$ cat config.mk
export PLATFORM = sky130hd
export DESIGN_NAME = dns_question_name_parser_core
export DESIGN_NICKNAME = d
export VERILOG_FILES = /design/src/design/dnsq_pkg.sv /design/src/design/dns_question_name_parser_core.sv /design/src/design/dnsq_front.sv /design/src/design/dnsq_queue.sv /design/src/design/dnsq_back.sv
export SDC_FILE = /design/constraint.sdc
export NUM_CORES = 1
export LEC_CHECK = 0
export ABC_CLOCK_PERIOD_IN_PS = 5300
export BUFFER_PORTS_ARGS = -buffer_cell sky130_fd_sc_hd__buf_2
export CORE_MARGIN = 1.5
export CORE_UTILIZATION = 55
export DETAILED_ROUTE_END_ITERATION = 16
export GPL_TIMING_DRIVEN = 0
export PLACE_DENSITY_LB_ADDON = 0.05
export SYNTH_ARGS = -nofsm -noshare
export SYNTH_HDL_FRONTEND = slang
export SYNTH_SLANG_ARGS = --single-unit
export TNS_END_PERCENT = 1
$ cat constraint.sdc
create_clock -name clock -period 5.3 [get_ports clock]
set_clock_uncertainty 0.2 [all_clocks]
set_input_delay 0 -clock clock [delete_from_list [all_inputs] [get_ports clock]]
set_output_delay 0 -clock clock [all_outputs]
set_load 0.01 [all_outputs]
$ cat src/design/dnsq_pkg.sv
`timescale 1ns / 1ps
// ---------------------------------------------------------------------------
// DNS question parser package
// Shared constants, status codes and the queue entry passed from the
// byte classifier to the result formatter.
// ---------------------------------------------------------------------------
package dnsq_pkg;

   localparam int NAME_CAPACITY_DEFAULT = 256;
   localparam int QUEUE_DEPTH_DEFAULT   = 4;
   localparam int HEADER_BYTES          = 12;

   localparam logic [7:0] LABEL_PTR_MASK = 8'hC0;
   localparam logic [7:0] CHAR_DOT       = 8'h2E;
   localparam logic [7:0] CHAR_QUESTION  = 8'h3F;
   localparam logic [7:0] PRINT_LOW      = 8'h20;
   localparam logic [7:0] PRINT_HIGH     = 8'h7E;
   localparam logic [2:0] TAIL_BYTES     = 3'd4;

   typedef enum logic [2:0] {
      ST_OK      = 3'd0,
      ST_SHORT   = 3'd1,
      ST_NOQ     = 3'd2,
      ST_COMP    = 3'd3,
      ST_OVERRUN = 3'd4,
      ST_EMPTY   = 3'd5,
      ST_NOTAIL  = 3'd6
   } dnsq_status_type;

   typedef enum logic {
      KIND_CHAR = 1'b0,
      KIND_DONE = 1'b1
   } dnsq_kind_type;

   // One accepted byte's work for the formatter
   typedef struct packed {
      logic            has_char;
      logic [7:0]      name_char;
      logic            has_done;
      dnsq_status_type status;
      logic [15:0]     query_type;
      logic [7:0]      name_length;
   } dnsq_entry_type;

endpackage

$ cat src/design/dns_question_name_parser_core.sv
`timescale 1ns / 1ps
// ---------------------------------------------------------------------------
// DNS question name parser core
// Streams a DNS query packet in one byte per transfer and streams out the
// question name as characters, then one completion transfer per packet.
// ---------------------------------------------------------------------------
// Usage:
//   req_*  : one packet byte per transfer, req_tlast on the final byte.
//   rsp_*  : rsp_tuser = 0 is a name character, rsp_tuser = 1 the completion
//            carrying status, query type and name length, with rsp_tlast set.
//   Characters leave before the packet's status is known; drop them when the
//   completion reports an error.
//   A byte's result is written into the queue by the front end, then
//   loaded by the back end into the output register that drives rsp.
//   Throughput: one byte per cycle. A final byte that also yields a
//   character costs the back end two transfers; the four-entry queue
//   absorbs that and any rsp stall until it fills, then req_tready drops.
//   Reset: parser returns to the header phase, queue and output empty.
//   A stalled rsp holds its transfer unchanged until rsp_tready rises.
// ---------------------------------------------------------------------------
module dns_question_name_parser_core #(
   parameter int NAME_CAPACITY = dnsq_pkg::NAME_CAPACITY_DEFAULT,
   parameter int QUEUE_DEPTH   = dnsq_pkg::QUEUE_DEPTH_DEFAULT
) (
   input  logic        clock,
   input  logic        reset,
   input  logic        req_tvalid,
   output logic        req_tready,
   input  logic [7:0]  req_tdata,   // [7:0] data_byte
   input  logic        req_tlast,   // end_of_packet
   output logic        rsp_tvalid,
   input  logic        rsp_tready,
   output logic [39:0] rsp_tdata,   // [7:0] name_char, [23:8] query_type,
                                    // [26:24] parse_status, [34:27] name_length,
                                    // [39:35] zero
   output logic        rsp_tuser,   // [0] item_kind
   output logic        rsp_tlast    // run_last
);
   import dnsq_pkg::*;

   logic           byte_xfer;
   logic           push;
   dnsq_entry_type push_entry;
   logic           pop;
   logic           q_full;
   logic           q_not_empty;
   dnsq_entry_type head_entry;

   logic [7:0]     out_char;
   logic [15:0]    out_qtype;
   logic [2:0]     out_status;
   logic [7:0]     out_length;

   // accept a byte whenever the queue has a free slot
   assign req_tready = !q_full;
   assign byte_xfer  = req_tvalid && req_tready;

   // front: classify each byte and track the parse
   dnsq_front #(
      .NAME_CAPACITY(NAME_CAPACITY)
   ) u_front (
      .clock        (clock),
      .reset        (reset),
      .byte_valid   (byte_xfer),
      .data_byte    (req_tdata),
      .end_of_packet(req_tlast),
      .push         (push),
      .push_entry   (push_entry)
   );

   // queue: decouple parsing from result delivery
   dnsq_queue #(
      .DEPTH(QUEUE_DEPTH)
   ) u_queue (
      .clock     (clock),
      .reset     (reset),
      .push      (push),
      .push_entry(push_entry),
      .pop       (pop),
      .full      (q_full),
      .not_empty (q_not_empty),
      .head_entry(head_entry)
   );

   // back: format result transfers into the output register
   dnsq_back u_back (
      .clock     (clock),
      .reset     (reset),
      .head_valid(q_not_empty),
      .head_entry(head_entry),
      .pop       (pop),
      .out_valid (rsp_tvalid),
      .out_ready (rsp_tready),
      .out_kind  (rsp_tuser),
      .out_char  (out_char),
      .out_qtype (out_qtype),
      .out_status(out_status),
      .out_length(out_length),
      .out_last  (rsp_tlast)
   );

   // pack result fields, lowest field first, zero fill to a whole byte
   assign rsp_tdata = {5'd0, out_length, out_status, out_qtype, out_char};

endmodule

$ cat src/design/dnsq_front.sv
`timescale 1ns / 1ps
// ---------------------------------------------------------------------------
// DNS question parser front end
// Walks header, labels and type/class one byte per byte_valid cycle and
// pushes the resulting character and completion work into the queue.
// ---------------------------------------------------------------------------
module dnsq_front #(
   parameter int NAME_CAPACITY = 256
) (
   input  logic                    clock,
   input  logic                    reset,
   input  logic                    byte_valid,
   input  logic [7:0]              data_byte,
   input  logic                    end_of_packet,
   output logic                    push,
   output dnsq_pkg::dnsq_entry_type push_entry
);
   import dnsq_pkg::*;

   typedef enum logic [2:0] {
      PH_HEADER,
      PH_LENGTH,
      PH_LABEL,
      PH_TAIL,
      PH_DONE,
      PH_DRAIN
   } phase_type;

   localparam logic [8:0] CHAR_LIMIT = 9'(NAME_CAPACITY - 1);
   localparam logic [3:0] HDR_LAST   = 4'(HEADER_BYTES);

   phase_type       phase_ff, phase_in;
   logic [3:0]      hdr_cnt_ff, hdr_cnt_in;
   logic            q_absent_ff, q_absent_in;
   logic [5:0]      label_left_ff, label_left_in;
   logic [7:0]      chars_ff, chars_in;
   logic [2:0]      tail_cnt_ff, tail_cnt_in;
   logic [15:0]     type_ff, type_in;
   dnsq_status_type err_ff, err_in;

   logic            room;
   logic            want_char;
   logic [7:0]      char_val;
   dnsq_status_type done_status;
   dnsq_entry_type  entry;

   assign room = {1'b0, chars_ff} < CHAR_LIMIT;

   always_comb begin
      phase_in      = phase_ff;
      hdr_cnt_in    = hdr_cnt_ff;
      q_absent_in   = q_absent_ff;
      label_left_in = label_left_ff;
      chars_in      = chars_ff;
      tail_cnt_in   = tail_cnt_ff;
      type_in       = type_ff;
      err_in        = err_ff;
      want_char     = 1'b0;
      char_val      = CHAR_DOT;
      done_status   = ST_OK;

      case (phase_ff)
         PH_HEADER: begin
            if (hdr_cnt_ff == 4'd4) begin
               q_absent_in = (data_byte == 8'd0);
            end else if (hdr_cnt_ff == 4'd5 && data_byte != 8'd0) begin
               q_absent_in = 1'b0;
            end
            hdr_cnt_in = hdr_cnt_ff + 4'd1;
            if (hdr_cnt_in >= HDR_LAST) begin
               if (q_absent_in) begin
                  err_in   = ST_NOQ;
                  phase_in = PH_DRAIN;
               end else begin
                  phase_in = PH_LENGTH;
               end
            end
         end
         PH_LENGTH: begin
            if (data_byte == 8'd0) begin
               if (chars_ff == 8'd0) begin
                  err_in   = ST_EMPTY;
                  phase_in = PH_DRAIN;
               end else begin
                  phase_in    = PH_TAIL;
                  tail_cnt_in = 3'd0;
               end
            end else if ((data_byte & LABEL_PTR_MASK) != 8'd0) begin
               err_in   = ST_COMP;
               phase_in = PH_DRAIN;
            end else begin
               // dot goes ahead of every label but the first
               if (chars_ff != 8'd0) begin
                  want_char = room;
                  char_val  = CHAR_DOT;
               end
               label_left_in = data_byte[5:0];
               phase_in      = PH_LABEL;
            end
         end
         PH_LABEL: begin
            want_char = room;
            char_val  = (data_byte >= PRINT_LOW && data_byte <= PRINT_HIGH) ?
                        data_byte : CHAR_QUESTION;
            label_left_in = label_left_ff - 6'd1;
            if (label_left_in == 6'd0) begin
               phase_in = PH_LENGTH;
            end
         end
         PH_TAIL: begin
            if (tail_cnt_ff < 3'd2) begin
               type_in = {type_ff[7:0], data_byte};
            end
            tail_cnt_in = tail_cnt_ff + 3'd1;
            if (tail_cnt_in >= TAIL_BYTES) begin
               phase_in = PH_DONE;
            end
         end
         default: begin
         end
      endcase

      if (want_char) begin
         chars_in = chars_ff + 8'd1;
      end

      case (phase_in)
         PH_HEADER: done_status = ST_SHORT;
         PH_LENGTH: done_status = (chars_in == 8'd0) ? ST_EMPTY : ST_NOTAIL;
         PH_LABEL:  done_status = ST_OVERRUN;
         PH_TAIL:   done_status = ST_NOTAIL;
         PH_DONE:   done_status = ST_OK;
         default:   done_status = err_in;
      endcase

      entry.has_char    = want_char;
      entry.name_char   = char_val;
      entry.has_done    = end_of_packet;
      entry.status      = done_status;
      entry.query_type  = (done_status == ST_OK) ? type_in : 16'd0;
      entry.name_length = chars_in;
   end

   assign push       = byte_valid && (want_char || end_of_packet);
   assign push_entry = entry;

   always_ff @(posedge clock) begin
      if (reset || (byte_valid && end_of_packet)) begin
         phase_ff      <= PH_HEADER;
         hdr_cnt_ff    <= 4'd0;
         q_absent_ff   <= 1'b1;
         label_left_ff <= 6'd0;
         chars_ff      <= 8'd0;
         tail_cnt_ff   <= 3'd0;
         type_ff       <= 16'd0;
         err_ff        <= ST_OK;
      end else if (byte_valid) begin
         phase_ff      <= phase_in;
         hdr_cnt_ff    <= hdr_cnt_in;
         q_absent_ff   <= q_absent_in;
         label_left_ff <= label_left_in;
         chars_ff      <= chars_in;
         tail_cnt_ff   <= tail_cnt_in;
         type_ff       <= type_in;
         err_ff        <= err_in;
      end
   end

endmodule

$ cat src/design/dnsq_queue.sv
`timescale 1ns / 1ps
// ---------------------------------------------------------------------------
// DNS question parser work queue
// Small register FIFO between the byte classifier and the formatter.
// ---------------------------------------------------------------------------
module dnsq_queue #(
   parameter int DEPTH = 4
) (
   input  logic                     clock,
   input  logic                     reset,
   input  logic                     push,
   input  dnsq_pkg::dnsq_entry_type push_entry,
   input  logic                     pop,
   output logic                     full,
   output logic                     not_empty,
   output dnsq_pkg::dnsq_entry_type head_entry
);
   import dnsq_pkg::*;

   localparam int PTR_W = (DEPTH > 1) ? $clog2(DEPTH) : 1;
   localparam int CNT_W = $clog2(DEPTH + 1);
   localparam logic [PTR_W-1:0] PTR_LAST = PTR_W'(DEPTH - 1);
   localparam logic [CNT_W-1:0] CNT_FULL = CNT_W'(DEPTH);

   dnsq_entry_type   slot_ff [DEPTH];
   logic [PTR_W-1:0] wr_ptr_ff, wr_ptr_in;
   logic [PTR_W-1:0] rd_ptr_ff, rd_ptr_in;
   logic [CNT_W-1:0] count_ff, count_in;
   logic             do_pop;

   assign full       = (count_ff == CNT_FULL);
   assign not_empty  = (count_ff != '0);
   assign head_entry = slot_ff[rd_ptr_ff];
   assign do_pop     = pop && not_empty;

   always_comb begin
      wr_ptr_in = wr_ptr_ff;
      rd_ptr_in = rd_ptr_ff;
      count_in  = count_ff;
      if (push) begin
         wr_ptr_in = (wr_ptr_ff == PTR_LAST) ? '0 : wr_ptr_ff + PTR_W'(1);
      end
      if (do_pop) begin
         rd_ptr_in = (rd_ptr_ff == PTR_LAST) ? '0 : rd_ptr_ff + PTR_W'(1);
      end
      case ({push, do_pop})
         2'b10:   count_in = count_ff + CNT_W'(1);
         2'b01:   count_in = count_ff - CNT_W'(1);
         default: count_in = count_ff;
      endcase
   end

   always_ff @(posedge clock) begin
      if (reset) begin
         wr_ptr_ff <= '0;
         rd_ptr_ff <= '0;
         count_ff  <= '0;
      end else begin
         wr_ptr_ff <= wr_ptr_in;
         rd_ptr_ff <= rd_ptr_in;
         count_ff  <= count_in;
      end
   end

   always_ff @(posedge clock) begin
      if (push) begin
         slot_ff[wr_ptr_ff] <= push_entry;
      end
   end

endmodule

$ cat src/design/dnsq_back.sv
`timescale 1ns / 1ps
// ---------------------------------------------------------------------------
// DNS question parser back end
// Turns queue entries into result transfers through an output register,
// character first when an entry also completes the packet.
// ---------------------------------------------------------------------------
module dnsq_back (
   input  logic                     clock,
   input  logic                     reset,
   input  logic                     head_valid,
   input  dnsq_pkg::dnsq_entry_type head_entry,
   output logic                     pop,
   output logic                     out_valid,
   input  logic                     out_ready,
   output logic                     out_kind,
   output logic [7:0]               out_char,
   output logic [15:0]              out_qtype,
   output logic [2:0]               out_status,
   output logic [7:0]               out_length,
   output logic                     out_last
);
   import dnsq_pkg::*;

   logic        valid_ff;
   logic        char_sent_ff;
   logic        kind_ff;
   logic [7:0]  char_ff;
   logic [15:0] qtype_ff;
   logic [2:0]  status_ff;
   logic [7:0]  length_ff;
   logic        last_ff;

   logic        load;
   logic        send_char;

   assign load      = head_valid && (!valid_ff || out_ready);
   assign send_char = head_entry.has_char && !char_sent_ff;
   // hold the entry while its completion is still to go
   assign pop       = load && !(send_char && head_entry.has_done);

   always_ff @(posedge clock) begin
      if (reset) begin
         valid_ff     <= 1'b0;
         char_sent_ff <= 1'b0;
      end else begin
         if (load) begin
            valid_ff     <= 1'b1;
            char_sent_ff <= send_char && head_entry.has_done;
         end else if (out_ready) begin
            valid_ff <= 1'b0;
         end
      end
   end

   always_ff @(posedge clock) begin
      if (load) begin
         if (send_char) begin
            kind_ff   <= KIND_CHAR;
            char_ff   <= head_entry.name_char;
            qtype_ff  <= 16'd0;
            status_ff <= ST_OK;
            length_ff <= 8'd0;
            last_ff   <= 1'b0;
         end else begin
            kind_ff   <= KIND_DONE;
            char_ff   <= 8'd0;
            qtype_ff  <= head_entry.query_type;
            status_ff <= head_entry.status;
            length_ff <= head_entry.name_length;
            last_ff   <= 1'b1;
         end
      end
   end

   assign out_valid  = valid_ff;
   assign out_kind   = kind_ff;
   assign out_char   = char_ff;
   assign out_qtype  = qtype_ff;
   assign out_status = status_ff;
   assign out_length = length_ff;
   assign out_last   = last_ff;

endmodule

==> results.py <==
metrics = {
    "synth": {
        "syn-instance-count": 738,
        "ys_ff_latch": 239,
        "netlist_area_sq_um": 10200,
        "synth_enable_flop_cells": 184,
        "postSynth.asyncResetShare_pct": 0,
        "postSynth.topFlopCell": "sky130_fd_sc_hd__edfxtp_1",
        "synth-warning-count": 0,
        "seq_total_area_yosys_pct": 64.9,
        "syn-mean-instance-area_sq_um": 13.8,
        "yosys.cell_types.count": 70,
    },
    "clock_tree": {
        "tritoncts.num_buffers": 25,
        "cts.sinks": 239,
        "cts_setup_buffers": 0,
        "clkSlewWorstSetupHoldPaths_ns": 0.06,
        "cts_tree": "yes",
        "cts.path.max_buffers": 3,
        "cts_resized": 0,
        "ctsHtreeMaxLevel": 1,
        "worstSkewPairLatency_ns": 0.51,
        "cts.root.buffer_cell": "sky130_fd_sc_hd__clkbuf_16",
    },
    "floorplanning": {
        "core_area_sq_um": 18100,
        "dieHeight_um": 139,
        "die_w_um": 139,
        "design.die.area_sq_um": 19400,
        "start_util_pct": 56.5,
        "fp-row-count": 49,
        "number_of_i_o_pins": 57,
    },
    "drt": {
        "detail_route.drc_violations": 5,
        "via_per_inst": 5.71,
        "drt_wl_total_mm": 20.8,
        "drt_pre_antenna_iters": 11,
        "post_drt_wl_per_cell_um": 19.1,
        "detailed_route_via_count": 6210,
        "drt_iter0_drc": 485,
        "detail-route-antenna-nets": 0,
    },
    "timing": {
        "timing_worst_slew_pin_value_ns": 0.984,
        "slew_violations": 0,
        "rsz_0062_raised_after_global_routing": "false",
        "setup-tns-final_ns": 0,
        "finalWorstSetupSlack_ns": 1.21,
        "achievable-frequency_mhz": 244,
        "finalSetupViolations": 0,
        "hold_viol": 0,
        "worst_slew_margin_rel_pct": 34.4,
        "final_period_minus_worst_setup_slack_ns": 4.09,
        "period_share_pct": 77.2,
    },
    "cells_and_area": {
        "layout-drive-gt1-share_pct": 18.7,
        "most-common-layout-cells": "184 x sky130_fd_sc_hd__edfxtp_1, 62 x sky130_fd_sc_hd__nand2_1, 59 x sky130_fd_sc_hd__nor2_1",
        "final_util_pct": 65.4,
        "mostFrequentLayoutCell": "sky130_fd_sc_hd__edfxtp_1",
        "num_antenna_cells": 0,
        "flow.area_growth_from_synthesis_pct": 15.8,
        "instances_no_fill": 1088,
        "layout.nets": 869,
    },
    "placement": {
        "place_inst": 1030,
        "pre_cts_setup_slack_ns": 1.15,
        "globalplace.congestion": 0.980,
        "place.detailed.hpwl_mm": 14.4,
        "port_buffers": 50,
    },
    "power": {
        "power.leakage_nw": 3.98,
        "worst_ir_drop_vdd_v": 0.000373,
        "power_per_cell_area_nw_per_um2": 442,
        "post-layout-total-power_w": 0.00522,
    },
    "worst_setup_path": {
        "cells_traversed_along_the_worst_timing_path": "clkbuf_1, mux4_2, nor2b_1, clkbuf_1, a21boi_1, ha_1, inv_1, fa_1, xor2_1, or3_1, a21oi_1",
        "worst_path_largest_cell_delay_ns": 0.60,
        "critPathBufInv": 3,
        "worst_ep_required_time_ns": 5.53,
        "setup.worst_path.class": "register to register",
        "cp-start-kind": "register",
        "critical_path.most_common_cell": "sky130_fd_sc_hd__clkbuf_1",
        "arrival_worst_endpoint_ns": 4.32,
        "critical_path.slowest_cell": "sky130_fd_sc_hd__mux4_2",
        "worst-path-max-fanout": 10,
        "path_delay_family": "buffers and inverters",
        "cp-end-kind": "register",
    },
    "global_route": {
        "grt_overflow_total": 0,
        "antenna_found_initial": 0,
        "global_route_wire_length_before_repair_mm": 33.6,
        "grt_use_total_pct": 22.1,
        "via_count_of_the_first_global_routing_pass": 6350,
        "grt_max_degree": 29,
    },
    "outcome": {
        "violations_in_the_final_reports": "DRC",
        "run_status": "complete, but fails checks",
    },
    "hold_path": {
        "hold_class": "input pin to register",
    },
    "run": {
        "max_cap_violations": 0,
    },
}
[timing repair]
| item | in CTS | in global routing |
|---|---|---|
| hold buffers | 13 | 0 |
| hold endpoints to repair | 110 | 0 |
| setup endpoints to repair | 0 | 0 |
[cells in the mapped netlist, types with 16 or more instances]
master                       n  area, sq um
sky130_fd_sc_hd__and2_1     16          100
sky130_fd_sc_hd__dfxtp_1    55         1100
sky130_fd_sc_hd__nor2b_1    30          188
sky130_fd_sc_hd__a21oi_1    40          200
sky130_fd_sc_hd__edfxtp_1  184         5530
sky130_fd_sc_hd__mux4_2     37          833
sky130_fd_sc_hd__mux2i_1    20          200
sky130_fd_sc_hd__o21ai_0    19         95.1
sky130_fd_sc_hd__nand2_1    62          233
sky130_fd_sc_hd__inv_1      18         67.6
sky130_fd_sc_hd__clkbuf_1   28          105
sky130_fd_sc_hd__nor2_1     59          221
[metrics by stage]
| stage | instance area, sq um | hold WS, ns |
|---|---|---|
| final | 11800 | 0.0821 |
| after global placement | 10800 | 0.0444 |
| after global routing | 11800 | 0.0890 |
| after floorplan | 10200 | -0.101 |
| after CTS | 11800 | 0.0713 |
| after detailed placement | 10900 | 0.0589 |
[routing by layer]
layer	wire [um]	GRT usage, %	up-vias
li1	-	-	2947
met1	8840	29.2	3028
met2	10200	37.8	187
met3	1060	3.06	48
met4	658	7.78	0
met5	0	0	-
[power breakdown]
group | switching [W] | internal, W | leakage [nW]
sequential | 0.0000681 | 0.00232 | 2.17
combinational | 0.000679 | 0.000468 | 1.41
clock | 0.000677 | 0.00101 | 0.391
[state kept, by name, indices dropped and copies added, names as in the netlist, 4 cells and up, named ones only]
signal	count
u_front.hdr_cnt_ff	4
u_front.type_ff	16
u_back.out_qtype	16
u_back.out_length	8
u_front.label_left_ff	6
u_back.out_char	8
u_front.chars_ff	8
u_queue.slot_ff	148
[worst reg2reg max path, delay by kind of cell, from the launching register on]
kind / cells / cell delay (ns)
AOI/OAI and AO/OA: 2 / 0.64
buffers and inverters: 3 / 0.99
DFF: 1 / 0.30
and+or+nand+nor: 2 / 0.47
xor gates and xnor gates: 1 / 0.17
muxes: 1 / 0.60
adders and majority gates: 2 / 0.66
[path summary, 6_finish.rpt]
path | start | endpoint | slack [ns] | depth (start not counted)
setup / recovery | register | u_queue.count_ff[2] | 1.21 | 11
hold / removal | req_tlast | u_queue.slot_ff[2][27] | 0.08 | 2
setup reg to reg | register | u_queue.count_ff[2] | 1.21 | 11
hold reg to reg | u_front.type_ff[11] | u_front.type_ff[11] | 0.26 | 2
[cell families (layout without fill, tap and decap cells)]
family	count (synthesis)	count (layout)	share of synthesized area (%)
multiplexers	58	58	10.2
AO/OA/AOI/OAI	109	109	7.18
AND/OR/NAND/NOR	239	239	11.8
other	1	9	0.0367
adder cells (fa/ha/maj)	15	15	1.91
buffers and inverters	61	174	2.56
flip-flops	239	239	64.9
XOR/XNOR	16	16	1.37
[area by class of cell]
class	instances	area (sq um)
repair buffers	68	480
clock buffers	39	741
inverters	18	67.6
well taps	229	287
multi-input cells	446	3370
flip-flops and latches	239	6630
plain buffers	43	194
fillers	1332	6260
clock inverters	6	58.8
Power figures use the tool's default switching activity.
